**config.mk**
```make
export PLATFORM = sky130hd
export DESIGN_NAME = bitmap_page_allocator
export DESIGN_NICKNAME = d
export VERILOG_FILES = /design/src/hw/rtl/bpa_pkg.sv /design/src/hw/rtl/bpa_front.sv /design/src/hw/rtl/bpa_back.sv /design/src/hw/rtl/bitmap_page_allocator.sv
export SDC_FILE = /design/constraint.sdc
export NUM_CORES = 2
export LEC_CHECK = 0
export CAP_MARGIN = 20
export CORE_MARGIN = 1
export CORE_UTILIZATION = 40
export DETAILED_ROUTE_END_ITERATION = 8
export DONT_BUFFER_PORTS = 1
export PLACE_DENSITY_LB_ADDON = 0.08
export RECOVER_POWER = 25
export SLEW_MARGIN = 10
export SYNTH_ARGS = -nofsm -noshare
export SYNTH_HDL_FRONTEND = slang
export SYNTH_HIERARCHICAL = 1
export SYNTH_MEMORY_MAX_BITS = 65536
export SYNTH_SLANG_ARGS = --single-unit
```
**constraint.sdc**
```tcl
create_clock -name aclk -period 31.6 [get_ports aclk]
set_clock_uncertainty 0.2 [all_clocks]
set_input_delay 6.32 -clock aclk [delete_from_list [all_inputs] [get_ports aclk]]
set_output_delay 6.32 -clock aclk [all_outputs]
set_load 0.005 [all_outputs]
```
**src/hw/rtl/bpa_pkg.sv**
```systemverilog
package bpa_pkg;

    localparam int NUM_PAGES      = 4096;
    localparam int RESERVED_PAGES = 1;
    localparam int PAGE_W         = $clog2(NUM_PAGES);
    localparam int LEN_W          = PAGE_W + 1;
    localparam int BYTE_W         = PAGE_W - 3;
    localparam int MAP_BYTES      = NUM_PAGES / 8;
    localparam int PTR_W          = BYTE_W + 1;

    localparam logic [7:0] FULL_BYTE = 8'hFF;

    localparam logic [1:0] OP_ALLOC_ONE = 2'd0;
    localparam logic [1:0] OP_ALLOC_RUN = 2'd1;
    localparam logic [1:0] OP_FREE_ONE  = 2'd2;
    localparam logic [1:0] OP_FREE_RUN  = 2'd3;

    localparam logic [1:0] ST_OK       = 2'd0;
    localparam logic [1:0] ST_NO_SPACE = 2'd1;
    localparam logic [1:0] ST_BAD      = 2'd2;

    typedef enum logic [1:0] {
        CMD_ALLOC_ONE,
        CMD_ALLOC_RUN,
        CMD_FREE,
        CMD_REJECT
    } cmd_kind_t;

    typedef struct packed {
        cmd_kind_t           kind;
        logic [PAGE_W-1:0]   page;
        logic [LEN_W-1:0]    len;
    } cmd_t;

    typedef enum logic [2:0] {
        S_CLEAR,
        S_IDLE,
        S_SCAN,
        S_RUN,
        S_MOD,
        S_DONE
    } back_state_t;

    // index of the lowest clear bit, 0 when the byte is full
    function automatic logic [2:0] lowest_zero(input logic [7:0] x);
        logic [2:0] r;
        logic       hit;
        r   = 3'd0;
        hit = 1'b0;
        for (int i = 0; i < 8; i++) begin
            if (!hit && !x[i]) begin
                r   = 3'(i);
                hit = 1'b1;
            end
        end
        return r;
    endfunction

    // bitmap byte at reset: pages below the reserved count are used
    function automatic logic [7:0] reserved_byte(input logic [BYTE_W-1:0] b);
        logic [7:0] r;
        for (int i = 0; i < 8; i++) begin
            r[i] = ({1'b0, b, 3'(i)} < (PAGE_W+1)'(RESERVED_PAGES));
        end
        return r;
    endfunction

endpackage

```
**src/hw/rtl/bpa_front.sv**
```systemverilog
module bpa_front (
    input  logic                        aclk,
    input  logic                        aresetn,
    input  logic                        s_valid,
    output logic                        s_ready,
    input  logic [1:0]                  s_op,
    input  logic [bpa_pkg::PAGE_W-1:0]  s_page_index,
    input  logic [bpa_pkg::LEN_W-1:0]   s_run_length,
    input  logic                        init_done,
    output logic                        cmd_valid,
    input  logic                        cmd_ready,
    output bpa_pkg::cmd_t               cmd
);
    import bpa_pkg::*;

    cmd_t              q_reg [2];
    logic              wr_ptr_reg, wr_ptr_next;
    logic              rd_ptr_reg, rd_ptr_next;
    logic [1:0]        cnt_reg, cnt_next;
    cmd_t              cls;
    logic [LEN_W-1:0]  n;
    logic [LEN_W:0]    reach;
    logic              push, pop;

    // classify the request word
    always_comb begin
        n     = (s_op == OP_FREE_ONE) ? LEN_W'(1) : s_run_length;
        reach = (LEN_W+1)'(s_page_index) + (LEN_W+1)'(n);
        cls.page = s_page_index;
        cls.len  = n;
        unique case (s_op)
            OP_ALLOC_ONE: cls.kind = CMD_ALLOC_ONE;
            OP_ALLOC_RUN: begin
                if (s_run_length == '0 || s_run_length > LEN_W'(NUM_PAGES))
                    cls.kind = CMD_REJECT;
                else
                    cls.kind = CMD_ALLOC_RUN;
            end
            default: begin
                if (n == '0 || s_page_index < PAGE_W'(RESERVED_PAGES)
                    || reach > (LEN_W+1)'(NUM_PAGES))
                    cls.kind = CMD_REJECT;
                else
                    cls.kind = CMD_FREE;
            end
        endcase
    end

    assign s_ready   = init_done && (cnt_reg != 2'd2);
    assign cmd_valid = (cnt_reg != 2'd0);
    assign cmd       = q_reg[rd_ptr_reg];
    assign push      = s_valid && s_ready;
    assign pop       = cmd_valid && cmd_ready;

    always_comb begin
        wr_ptr_next = push ? ~wr_ptr_reg : wr_ptr_reg;
        rd_ptr_next = pop ? ~rd_ptr_reg : rd_ptr_reg;
        cnt_next    = cnt_reg + 2'(push) - 2'(pop);
    end

    always_ff @(posedge aclk) begin
        if (!aresetn) begin
            wr_ptr_reg <= 1'b0;
            rd_ptr_reg <= 1'b0;
            cnt_reg    <= 2'd0;
        end else begin
            wr_ptr_reg <= wr_ptr_next;
            rd_ptr_reg <= rd_ptr_next;
            cnt_reg    <= cnt_next;
        end
    end

    always_ff @(posedge aclk) begin
        if (push) begin
            q_reg[wr_ptr_reg] <= cls;
        end
    end

endmodule

```
**src/hw/rtl/bpa_back.sv**
```systemverilog
module bpa_back (
    input  logic                        aclk,
    input  logic                        aresetn,
    input  logic                        cmd_valid,
    output logic                        cmd_ready,
    input  bpa_pkg::cmd_t               cmd,
    output logic                        init_done,
    output logic                        m_valid,
    input  logic                        m_ready,
    output logic [bpa_pkg::PAGE_W-1:0]  m_first_page,
    output logic [1:0]                  m_status
);
    import bpa_pkg::*;

    logic [7:0] mem [MAP_BYTES];

    back_state_t        state_reg, state_next;
    cmd_t               cmd_reg, cmd_next;
    logic [PTR_W-1:0]   ptr_reg, ptr_next;
    logic [PTR_W-1:0]   lim_reg, lim_next;
    logic               dv_reg;
    logic [BYTE_W-1:0]  db_reg;
    logic [7:0]         rdata_reg;
    logic [PAGE_W-1:0]  hint_reg, hint_next;
    logic               pend_reg, pend_next;
    logic [LEN_W-1:0]   cnt_reg, cnt_next;
    logic [PAGE_W-1:0]  rfirst_reg, rfirst_next;
    logic [PAGE_W-1:0]  mlo_reg, mlo_next;
    logic [PAGE_W-1:0]  mhi_reg, mhi_next;
    logic               mset_reg, mset_next;
    logic [PAGE_W-1:0]  res_first_reg, res_first_next;
    logic [1:0]         res_status_reg, res_status_next;
    logic               m_valid_reg, m_valid_next;
    logic [PAGE_W-1:0]  m_first_reg, m_first_next;
    logic [1:0]         m_status_reg, m_status_next;

    logic               issue, flush, we;
    logic [BYTE_W-1:0]  waddr;
    logic [7:0]         wdata, x, y, mask;
    logic [LEN_W-1:0]   c, span;
    logic [PAGE_W-1:0]  f;
    logic               hit, free_b, last_byte, first_byte;
    logic [PAGE_W-1:0]  pg;

    assign init_done    = (state_reg != S_CLEAR);
    assign m_valid      = m_valid_reg;
    assign m_first_page = m_first_reg;
    assign m_status     = m_status_reg;

    always_comb begin
        state_next      = state_reg;
        cmd_next        = cmd_reg;
        ptr_next        = ptr_reg;
        lim_next        = lim_reg;
        hint_next       = hint_reg;
        pend_next       = pend_reg;
        cnt_next        = cnt_reg;
        rfirst_next     = rfirst_reg;
        mlo_next        = mlo_reg;
        mhi_next        = mhi_reg;
        mset_next       = mset_reg;
        res_first_next  = res_first_reg;
        res_status_next = res_status_reg;
        m_valid_next    = m_valid_reg && !m_ready;
        m_first_next    = m_first_reg;
        m_status_next   = m_status_reg;
        cmd_ready       = 1'b0;
        flush           = 1'b0;
        we              = 1'b0;
        waddr           = db_reg;
        wdata           = rdata_reg;
        x               = rdata_reg;
        y               = '0;
        mask            = '0;
        c               = cnt_reg;
        f               = rfirst_reg;
        hit             = 1'b0;
        free_b          = 1'b0;
        pg              = '0;
        span            = '0;
        last_byte       = (db_reg == BYTE_W'(MAP_BYTES - 1));
        first_byte      = (db_reg == hint_reg[PAGE_W-1:3]);

        // streaming byte reads, one per cycle, up to the phase limit
        issue = (state_reg == S_SCAN || state_reg == S_RUN || state_reg == S_MOD)
                && (ptr_reg <= lim_reg);
        if (issue) begin
            ptr_next = ptr_reg + PTR_W'(1);
        end

        unique case (state_reg)
            S_CLEAR: begin
                we       = 1'b1;
                waddr    = ptr_reg[BYTE_W-1:0];
                wdata    = reserved_byte(ptr_reg[BYTE_W-1:0]);
                ptr_next = ptr_reg + PTR_W'(1);
                if (ptr_reg == PTR_W'(MAP_BYTES - 1)) begin
                    state_next = S_IDLE;
                end
            end
            S_IDLE: begin
                cmd_ready = 1'b1;
                if (cmd_valid) begin
                    cmd_next       = cmd;
                    res_first_next = '0;
                    unique case (cmd.kind)
                        CMD_REJECT: begin
                            res_status_next = ST_BAD;
                            state_next      = S_DONE;
                        end
                        CMD_ALLOC_ONE, CMD_ALLOC_RUN: begin
                            if (hint_reg == '0) begin
                                res_status_next = ST_NO_SPACE;
                                state_next      = S_DONE;
                            end else begin
                                ptr_next    = PTR_W'(hint_reg[PAGE_W-1:3]);
                                lim_next    = PTR_W'(MAP_BYTES - 1);
                                pend_next   = 1'b1;
                                cnt_next    = '0;
                                state_next  = (cmd.kind == CMD_ALLOC_ONE) ? S_SCAN : S_RUN;
                            end
                        end
                        CMD_FREE: begin
                            span       = LEN_W'(cmd.page) + cmd.len - LEN_W'(1);
                            mlo_next   = cmd.page;
                            mhi_next   = span[PAGE_W-1:0];
                            mset_next  = 1'b0;
                            ptr_next   = PTR_W'(cmd.page[PAGE_W-1:3]);
                            lim_next   = PTR_W'(span[PAGE_W-1:3]);
                            state_next = S_MOD;
                        end
                    endcase
                end
            end
            S_SCAN: begin
                if (dv_reg) begin
                    if (pend_reg) begin
                        // still looking for the page to hand out
                        if (x != FULL_BYTE) begin
                            mask            = 8'b1 << lowest_zero(x);
                            y               = x | mask;
                            we              = 1'b1;
                            wdata           = y;
                            res_first_next  = {db_reg, lowest_zero(x)};
                            res_status_next = ST_OK;
                            if (y != FULL_BYTE) begin
                                hint_next  = {db_reg, lowest_zero(y)};
                                flush      = 1'b1;
                                state_next = S_DONE;
                            end else if (last_byte) begin
                                hint_next  = '0;
                                flush      = 1'b1;
                                state_next = S_DONE;
                            end else begin
                                pend_next = 1'b0;
                            end
                        end else if (last_byte) begin
                            res_first_next  = '0;
                            res_status_next = ST_NO_SPACE;
                            flush           = 1'b1;
                            state_next      = S_DONE;
                        end
                    end else begin
                        // hint search
                        if (x != FULL_BYTE) begin
                            hint_next  = {db_reg, lowest_zero(x)};
                            flush      = 1'b1;
                            state_next = S_DONE;
                        end else if (last_byte) begin
                            hint_next  = '0;
                            flush      = 1'b1;
                            state_next = S_DONE;
                        end
                    end
                end
            end
            S_RUN: begin
                if (dv_reg) begin
                    for (int i = 0; i < 8; i++) begin
                        // pages below the hint in its byte count as used
                        free_b = !x[i] && !(first_byte && (3'(i) < hint_reg[2:0]));
                        if (!hit) begin
                            if (free_b) begin
                                if (c == '0) begin
                                    f = {db_reg, 3'(i)};
                                end
                                c = c + LEN_W'(1);
                                if (c == cmd_reg.len) begin
                                    hit = 1'b1;
                                end
                            end else begin
                                c = '0;
                            end
                        end
                    end
                    cnt_next    = c;
                    rfirst_next = f;
                    if (hit) begin
                        span            = LEN_W'(f) + cmd_reg.len - LEN_W'(1);
                        res_first_next  = f;
                        res_status_next = ST_OK;
                        mlo_next        = f;
                        mhi_next        = span[PAGE_W-1:0];
                        mset_next       = 1'b1;
                        ptr_next        = PTR_W'(f[PAGE_W-1:3]);
                        lim_next        = PTR_W'(span[PAGE_W-1:3]);
                        flush           = 1'b1;
                        state_next      = S_MOD;
                    end else if (last_byte) begin
                        res_first_next  = '0;
                        res_status_next = ST_NO_SPACE;
                        flush           = 1'b1;
                        state_next      = S_DONE;
                    end
                end
            end
            S_MOD: begin
                if (dv_reg) begin
                    for (int i = 0; i < 8; i++) begin
                        pg      = {db_reg, 3'(i)};
                        mask[i] = (pg >= mlo_reg) && (pg <= mhi_reg);
                    end
                    we    = 1'b1;
                    wdata = mset_reg ? (x | mask) : (x & ~mask);
                    if (db_reg == mhi_reg[PAGE_W-1:3]) begin
                        flush = 1'b1;
                        if (mset_reg) begin
                            // rescan the hint from its old byte
                            ptr_next   = PTR_W'(hint_reg[PAGE_W-1:3]);
                            lim_next   = PTR_W'(MAP_BYTES - 1);
                            pend_next  = 1'b0;
                            state_next = S_SCAN;
                        end else begin
                            res_first_next  = mlo_reg;
                            res_status_next = ST_OK;
                            if (hint_reg == '0 || mlo_reg < hint_reg) begin
                                hint_next = mlo_reg;
                            end
                            state_next = S_DONE;
                        end
                    end
                end
            end
            S_DONE: begin
                if (!m_valid_reg || m_ready) begin
                    m_valid_next  = 1'b1;
                    m_first_next  = res_first_reg;
                    m_status_next = res_status_reg;
                    state_next    = S_IDLE;
                end
            end
            default: state_next = S_IDLE;
        endcase
    end

    always_ff @(posedge aclk) begin
        if (!aresetn) begin
            state_reg   <= S_CLEAR;
            ptr_reg     <= '0;
            dv_reg      <= 1'b0;
            hint_reg    <= PAGE_W'(RESERVED_PAGES);
            m_valid_reg <= 1'b0;
        end else begin
            state_reg   <= state_next;
            ptr_reg     <= ptr_next;
            dv_reg      <= issue && !flush;
            hint_reg    <= hint_next;
            m_valid_reg <= m_valid_next;
        end
    end

    always_ff @(posedge aclk) begin
        cmd_reg        <= cmd_next;
        lim_reg        <= lim_next;
        pend_reg       <= pend_next;
        cnt_reg        <= cnt_next;
        rfirst_reg     <= rfirst_next;
        mlo_reg        <= mlo_next;
        mhi_reg        <= mhi_next;
        mset_reg       <= mset_next;
        res_first_reg  <= res_first_next;
        res_status_reg <= res_status_next;
        m_first_reg    <= m_first_next;
        m_status_reg   <= m_status_next;
        db_reg         <= ptr_reg[BYTE_W-1:0];
    end

    // bitmap memory, one write and one registered read per cycle
    always_ff @(posedge aclk) begin
        if (we) begin
            mem[waddr] <= wdata;
        end
        if (issue) begin
            rdata_reg <= mem[ptr_reg[BYTE_W-1:0]];
        end
    end

endmodule

```
**src/hw/rtl/bitmap_page_allocator.sv**
```systemverilog
// Bitmap page allocator, first fit over a byte-wide used-page bitmap.
// Input channel s_*: one request word per transfer (op, page_index,
// run_length); op 0 allocates one page, 1 allocates a run, 2 frees one
// page, 3 frees a run. Output channel m_*: one result word per request,
// first_page and status (0 ok, 1 no space, 2 bad request), in order.
// A front stage classifies requests and checks their ranges into a
// two-entry queue; the back stage walks the bitmap memory one byte per
// cycle through its single read port and single write port.
// A rejected request passes from the queue straight to S_DONE and m_*;
// an allocation or free first reads each bitmap byte that it visits.
// A single-page allocate walks from the hint byte to the next free page
// after it; a run allocate walks to the fitting run, marks it, then
// rescans the hint. Requests are worked one at a time; the queue accepts
// up to two more meanwhile.
// Reset: aresetn low clears control; after release a pass over all 512
// bitmap bytes writes the bitmap (reserved pages used) with s_ready held low.
// If the receiver stalls, the result is held in m_* and the back stage
// waits once its next result is ready; the queue then fills and s_ready drops.
module bitmap_page_allocator (
    input  logic                        aclk,
    input  logic                        aresetn,
    input  logic                        s_valid,
    output logic                        s_ready,
    input  logic [1:0]                  s_op,
    input  logic [bpa_pkg::PAGE_W-1:0]  s_page_index,
    input  logic [bpa_pkg::LEN_W-1:0]   s_run_length,
    output logic                        m_valid,
    input  logic                        m_ready,
    output logic [bpa_pkg::PAGE_W-1:0]  m_first_page,
    output logic [1:0]                  m_status
);
    import bpa_pkg::*;

    logic  cmd_valid;
    logic  cmd_ready;
    cmd_t  cmd;
    logic  init_done;

    bpa_front u_front (
        .aclk         (aclk),
        .aresetn      (aresetn),
        .s_valid      (s_valid),
        .s_ready      (s_ready),
        .s_op         (s_op),
        .s_page_index (s_page_index),
        .s_run_length (s_run_length),
        .init_done    (init_done),
        .cmd_valid    (cmd_valid),
        .cmd_ready    (cmd_ready),
        .cmd          (cmd)
    );

    bpa_back u_back (
        .aclk         (aclk),
        .aresetn      (aresetn),
        .cmd_valid    (cmd_valid),
        .cmd_ready    (cmd_ready),
        .cmd          (cmd),
        .init_done    (init_done),
        .m_valid      (m_valid),
        .m_ready      (m_ready),
        .m_first_page (m_first_page),
        .m_status     (m_status)
    );

endmodule
```
==> impl_summary.txt <==
----------------------------------------------------
[Global route]
  Via count of the first global-routing pass ... 94854
  Number of antenna violations at the first check in global routing ... 27
  Global-route met1 utilization ... 0.3389
  Pin count of the biggest net entering global routing ... 234
  Global routing met2 resource utilization ... 0.3625
  Met3 GRT Util ... 0.03212
  GR peak layer ... met2
  First-pass GRT wire length ... 747.3 mm
  Total grt overflow ... 0
  Global-route total usage across every layer ... 0.2305

[Critical path]
  Crit Reg-Reg Startpoint ... u_back/cnt_reg[0]
  Critical path required time ... 31990 ps
  Critical Path Max Stage Delay ... 620 ps
  Destination of the worst register-to-register timing path ... u_back/lim_reg[8]
  Arrival time reported for the critical path endpoint ... 18240 ps
  Critical-path maximum fanout ... 21
  Critical Path Sink Type ... register
  Most common cell type on the critical path ... sky130_fd_sc_hd__a21oi_1
  Number of cells on the worst reg-to-reg path ... 61
  CP Class ... reg2reg
  Critical path startpoint category ... register
  Worst reg2reg setup slack ... 13740 ps
  CP max-delay cell ... sky130_fd_sc_hd__nor4b_1

[STA]
  Slew at the pin closest to its max-slew limit ... 9880 ps
  Hold Vio Cnt, Final ... 0
  Fmax ... 56.00 MHz
  Remaining max-slew budget at the tightest pin ... -5.586
  Min Clock Period, post-route ... 17860 ps
  Accumulated negative setup slack ... 0 ps
  Post-route setup slack ... 13740 ps
  RSZ-0062 raised after global routing ... false
  Post-Route Hold Slack ... 341.3 ps
  Final worst-path cycle share ... 0.5651
  Max-slew violation count ... 1709
  Setup violators final ... 0

[Yosys]
  Leading post-synthesis cells by cell area ... sky130_fd_sc_hd__edfxtp_1 71%, sky130_fd_sc_hd__mux4_2 16%, sky130_fd_sc_hd__nor2_1 1.6%, sky130_fd_sc_hd__clkbuf_1 0.81%, sky130_fd_sc_hd__ha_1 0.78%
  Yosys top cell by area ... sky130_fd_sc_hd__edfxtp_1
  Post-synth net total ... 9607
  Mean post-synth cell area ... 19.10 sq um
  Synth warn ... 6
  Synthesized flop and latch total ... 4300
  Most used flip-flop cell after synthesis ... sky130_fd_sc_hd__edfxtp_1
  Netlist cell types ... 132
  Number of instances in the synthesized netlist ... 9461
  Netlist Area Pre-Place ... 0.1807 sq mm
  Share of synthesized registers carrying an async set or reset ... 0
  Number of enable-type register cells in the synthesized netlist ... 4259
  Share of Yosys cell area claimed by the top area cell type ... 0.7079
  Dominant cell by count in the synthesized netlist ... sky130_fd_sc_hd__edfxtp_1
  Leading cell types by count after synthesis ... 4259 x sky130_fd_sc_hd__edfxtp_1, 1318 x sky130_fd_sc_hd__mux4_2, 749 x sky130_fd_sc_hd__nor2_1
  Portion of the post-synthesis area used by sequential elements ... 0.7124

[Clocking]
  Clock Pin Slew Worst Setup and Hold Paths ... 60 ps
  CTS sink cnt ... 4300
  Setup bufs post-CTS ... 0
  Root cell of the clock tree ... sky130_fd_sc_hd__clkbuf_16
  Number of resized instances in the post-cts repair step ... 0
  Number of buffers on the longest clock path ... 4
  Number of buffers added by the clock tree synthesis step ... 454
  Clock latency on the worst-skew pair ... 1000 ps
  Maximum level of the CTS H-tree ... 5
  CTS tree ... yes
  CTS hold repair buffers ... 0

[Drt]
  Post-DR wirelength/cell ... 33.39 um
  First drt pass iteration count ... 7
  Total number of vias ... 94688
  DRC ... 0
  Post-Route WL ... 529.8 mm
  Vias/cell ... 5.968
  DRC marker count from the first detailed-route iteration ... 10166
  Count of antenna-violating nets left after detailed routing ... 0

[Die]
  Starting Density ... 0.4020
  Height of the chip ... 674.1 um
  Chip width ... 674.1 um
  Row cnt ... 246
  Core region area ... 0.4494 sq mm
  Ports placed on the boundary ... 47
  Total die area ... 0.4544 sq mm

[Status]
  Failing checks ... max-capacitance violations, max-slew violations
  Outcome ... finished, violations left

[Layout]
  Synth-to-layout area growth ... 11.74%
  Final Net Count ... 9658
  Layout cells sized above 1 ... 0.2318
  Post-route core utilization ... 0.4492
  Number of flip-flops in the largest register ... 4096
  Number of filler cells placed in the layout ... 38470
  Area of all placed cells without fillers ... 0.2019 sq mm

[Worst hold path]
  Startpoint of the tightest hold check path ... u_front/rd_ptr_reg
  Hold crit path type ... reg2reg
  Endpoint with the worst hold slack ... u_front/rd_ptr_reg
  Number of stages on the worst hold path ... 2

[Pwr]
  Static Leak ... 61.76 nW
  Cell area power density ... 88.72 mW/mm^2
  Worst IR drop on VDD ... 0.1463 mV

[Place]
  Dpl hpwl ... 323.9 mm
  Area post-placement ... 0.1877 sq mm
  Number of port buffers ... 0
  Final weighted congestion in routability-driven placement ... 0.8850
  Placement-stage worst setup slack ... 14080 ps

[Job]
  Number of max-cap violations ... 43

----------------------------------------------------
[through the flow]
| stage | total power [W] | cells |
|---|---|---|
| 2_1_floorplan | 0.01137 | 9461 |
| 5_1_grt | 0.01857 | 15856 |
| 6_report | 0.01791 | 15867 |
| 3_5_place_dp | 0.01289 | 15002 |
| 4_1_cts | 0.01806 | 15845 |
| 3_3_place_gp | 0.01282 | 15001 |
[critical path, delay by kind of cell (launching register included)]
family,cells,cell delay (ps)
compound gates,26,6870
simple gates,18,4800
fa+ha+maj,5,2250
buf+inv,7,1430
xor+xnor,4,940
flops,1,560
mux,1,400
[worst max path at each step]
stage / start / endpoint / slack (ps)
after floorplan: u_back/ptr_reg[0] / u_back/mem[0][0] / 12180
after global placement: u_back/db_reg[5] / u_back/lim_reg[8] / 14390
after detailed placement: u_back/db_reg[5] / u_back/lim_reg[8] / 14080
after CTS: u_back/db_reg[5] / u_back/lim_reg[8] / 14000
after global routing: u_back/db_reg[5] / u_back/lim_reg[8] / 12630
final: u_back/cnt_reg[0] / u_back/lim_reg[8] / 13740
[cell usage in the layout, fill, tap and decap left out, types with 40 or more instances in the layout]
| cell | instances |
|---|---|
| sky130_fd_sc_hd__nand2_1 | 360 |
| sky130_fd_sc_hd__xnor2_1 | 139 |
| sky130_fd_sc_hd__buf_4 | 135 |
| sky130_fd_sc_hd__mux4_2 | 1318 |
| sky130_fd_sc_hd__and2_1 | 44 |
| sky130_fd_sc_hd__a21oi_1 | 186 |
| sky130_fd_sc_hd__dfxtp_1 | 40 |
| sky130_fd_sc_hd__o21ai_0 | 149 |
| sky130_fd_sc_hd__clkinv_2 | 95 |
| sky130_fd_sc_hd__mux2_2 | 45 |
| sky130_fd_sc_hd__inv_1 | 185 |
| sky130_fd_sc_hd__edfxtp_1 | 4259 |
| sky130_fd_sc_hd__nand3_1 | 105 |
| sky130_fd_sc_hd__ha_1 | 112 |
| sky130_fd_sc_hd__o211ai_1 | 45 |
| sky130_fd_sc_hd__clkinv_1 | 123 |
| sky130_fd_sc_hd__nor4_1 | 50 |
| sky130_fd_sc_hd__mux2i_1 | 72 |
| sky130_fd_sc_hd__nor2_1 | 744 |
| sky130_fd_sc_hd__a21o_1 | 43 |
| sky130_fd_sc_hd__nor3_1 | 90 |
| sky130_fd_sc_hd__clkbuf_1 | 122 |
| sky130_fd_sc_hd__nand4_1 | 57 |
| sky130_fd_sc_hd__clkbuf_16 | 458 |
[kinds of logic (layout without fill, tap and decap cells)]
| logic type | Yosys count | count (layout) | synth area share |
|---|---|---|---|
| compound gates | 913 | 913 | 0.03618 |
| xor+xnor | 187 | 187 | 0.009806 |
| fa+ha+maj | 115 | 115 | 0.008089 |
| buf+inv | 784 | 1222 | 0.01710 |
| flops | 4300 | 4300 | 0.7124 |
| mux | 1452 | 1452 | 0.1722 |
| other cells | 0 | 16 | 0 |
| simple gates | 1710 | 1710 | 0.04420 |
[where the power goes]
group / total [W] / switching, W / internal (W)
clock: 0.00516 / 0.00224 / 0.00292
sequential: 0.00747 / 0.000102 / 0.00737
combinational: 0.00528 / 0.00351 / 0.00177
total: 0.0179 / 0.00585 / 0.0121
[routing by layer]
metal	vias up	routed length [um]
met5	-	5
met4	2	15110
met3	692	34280
met2	3495	247300
met1	51403	233000
li1	39096	-
[area by class of cell]
| type | count | area, sq um | area share |
|---|---|---|---|
| clock buffer | 560 | 11840 | 0.05867 |
| timing repair buffer | 183 | 1637 | 0.008107 |
| sequential | 4300 | 128700 | 0.6376 |
| antenna | 16 | 40.04 | 0.0001983 |
| clock inverter | 283 | 2460 | 0.01218 |
| multi-input combinational | 4377 | 49000 | 0.2427 |
| inverter | 196 | 735.7 | 0.003644 |
| tap | 5952 | 7447 | 0.03689 |
(Power assumes the default switching activity.)
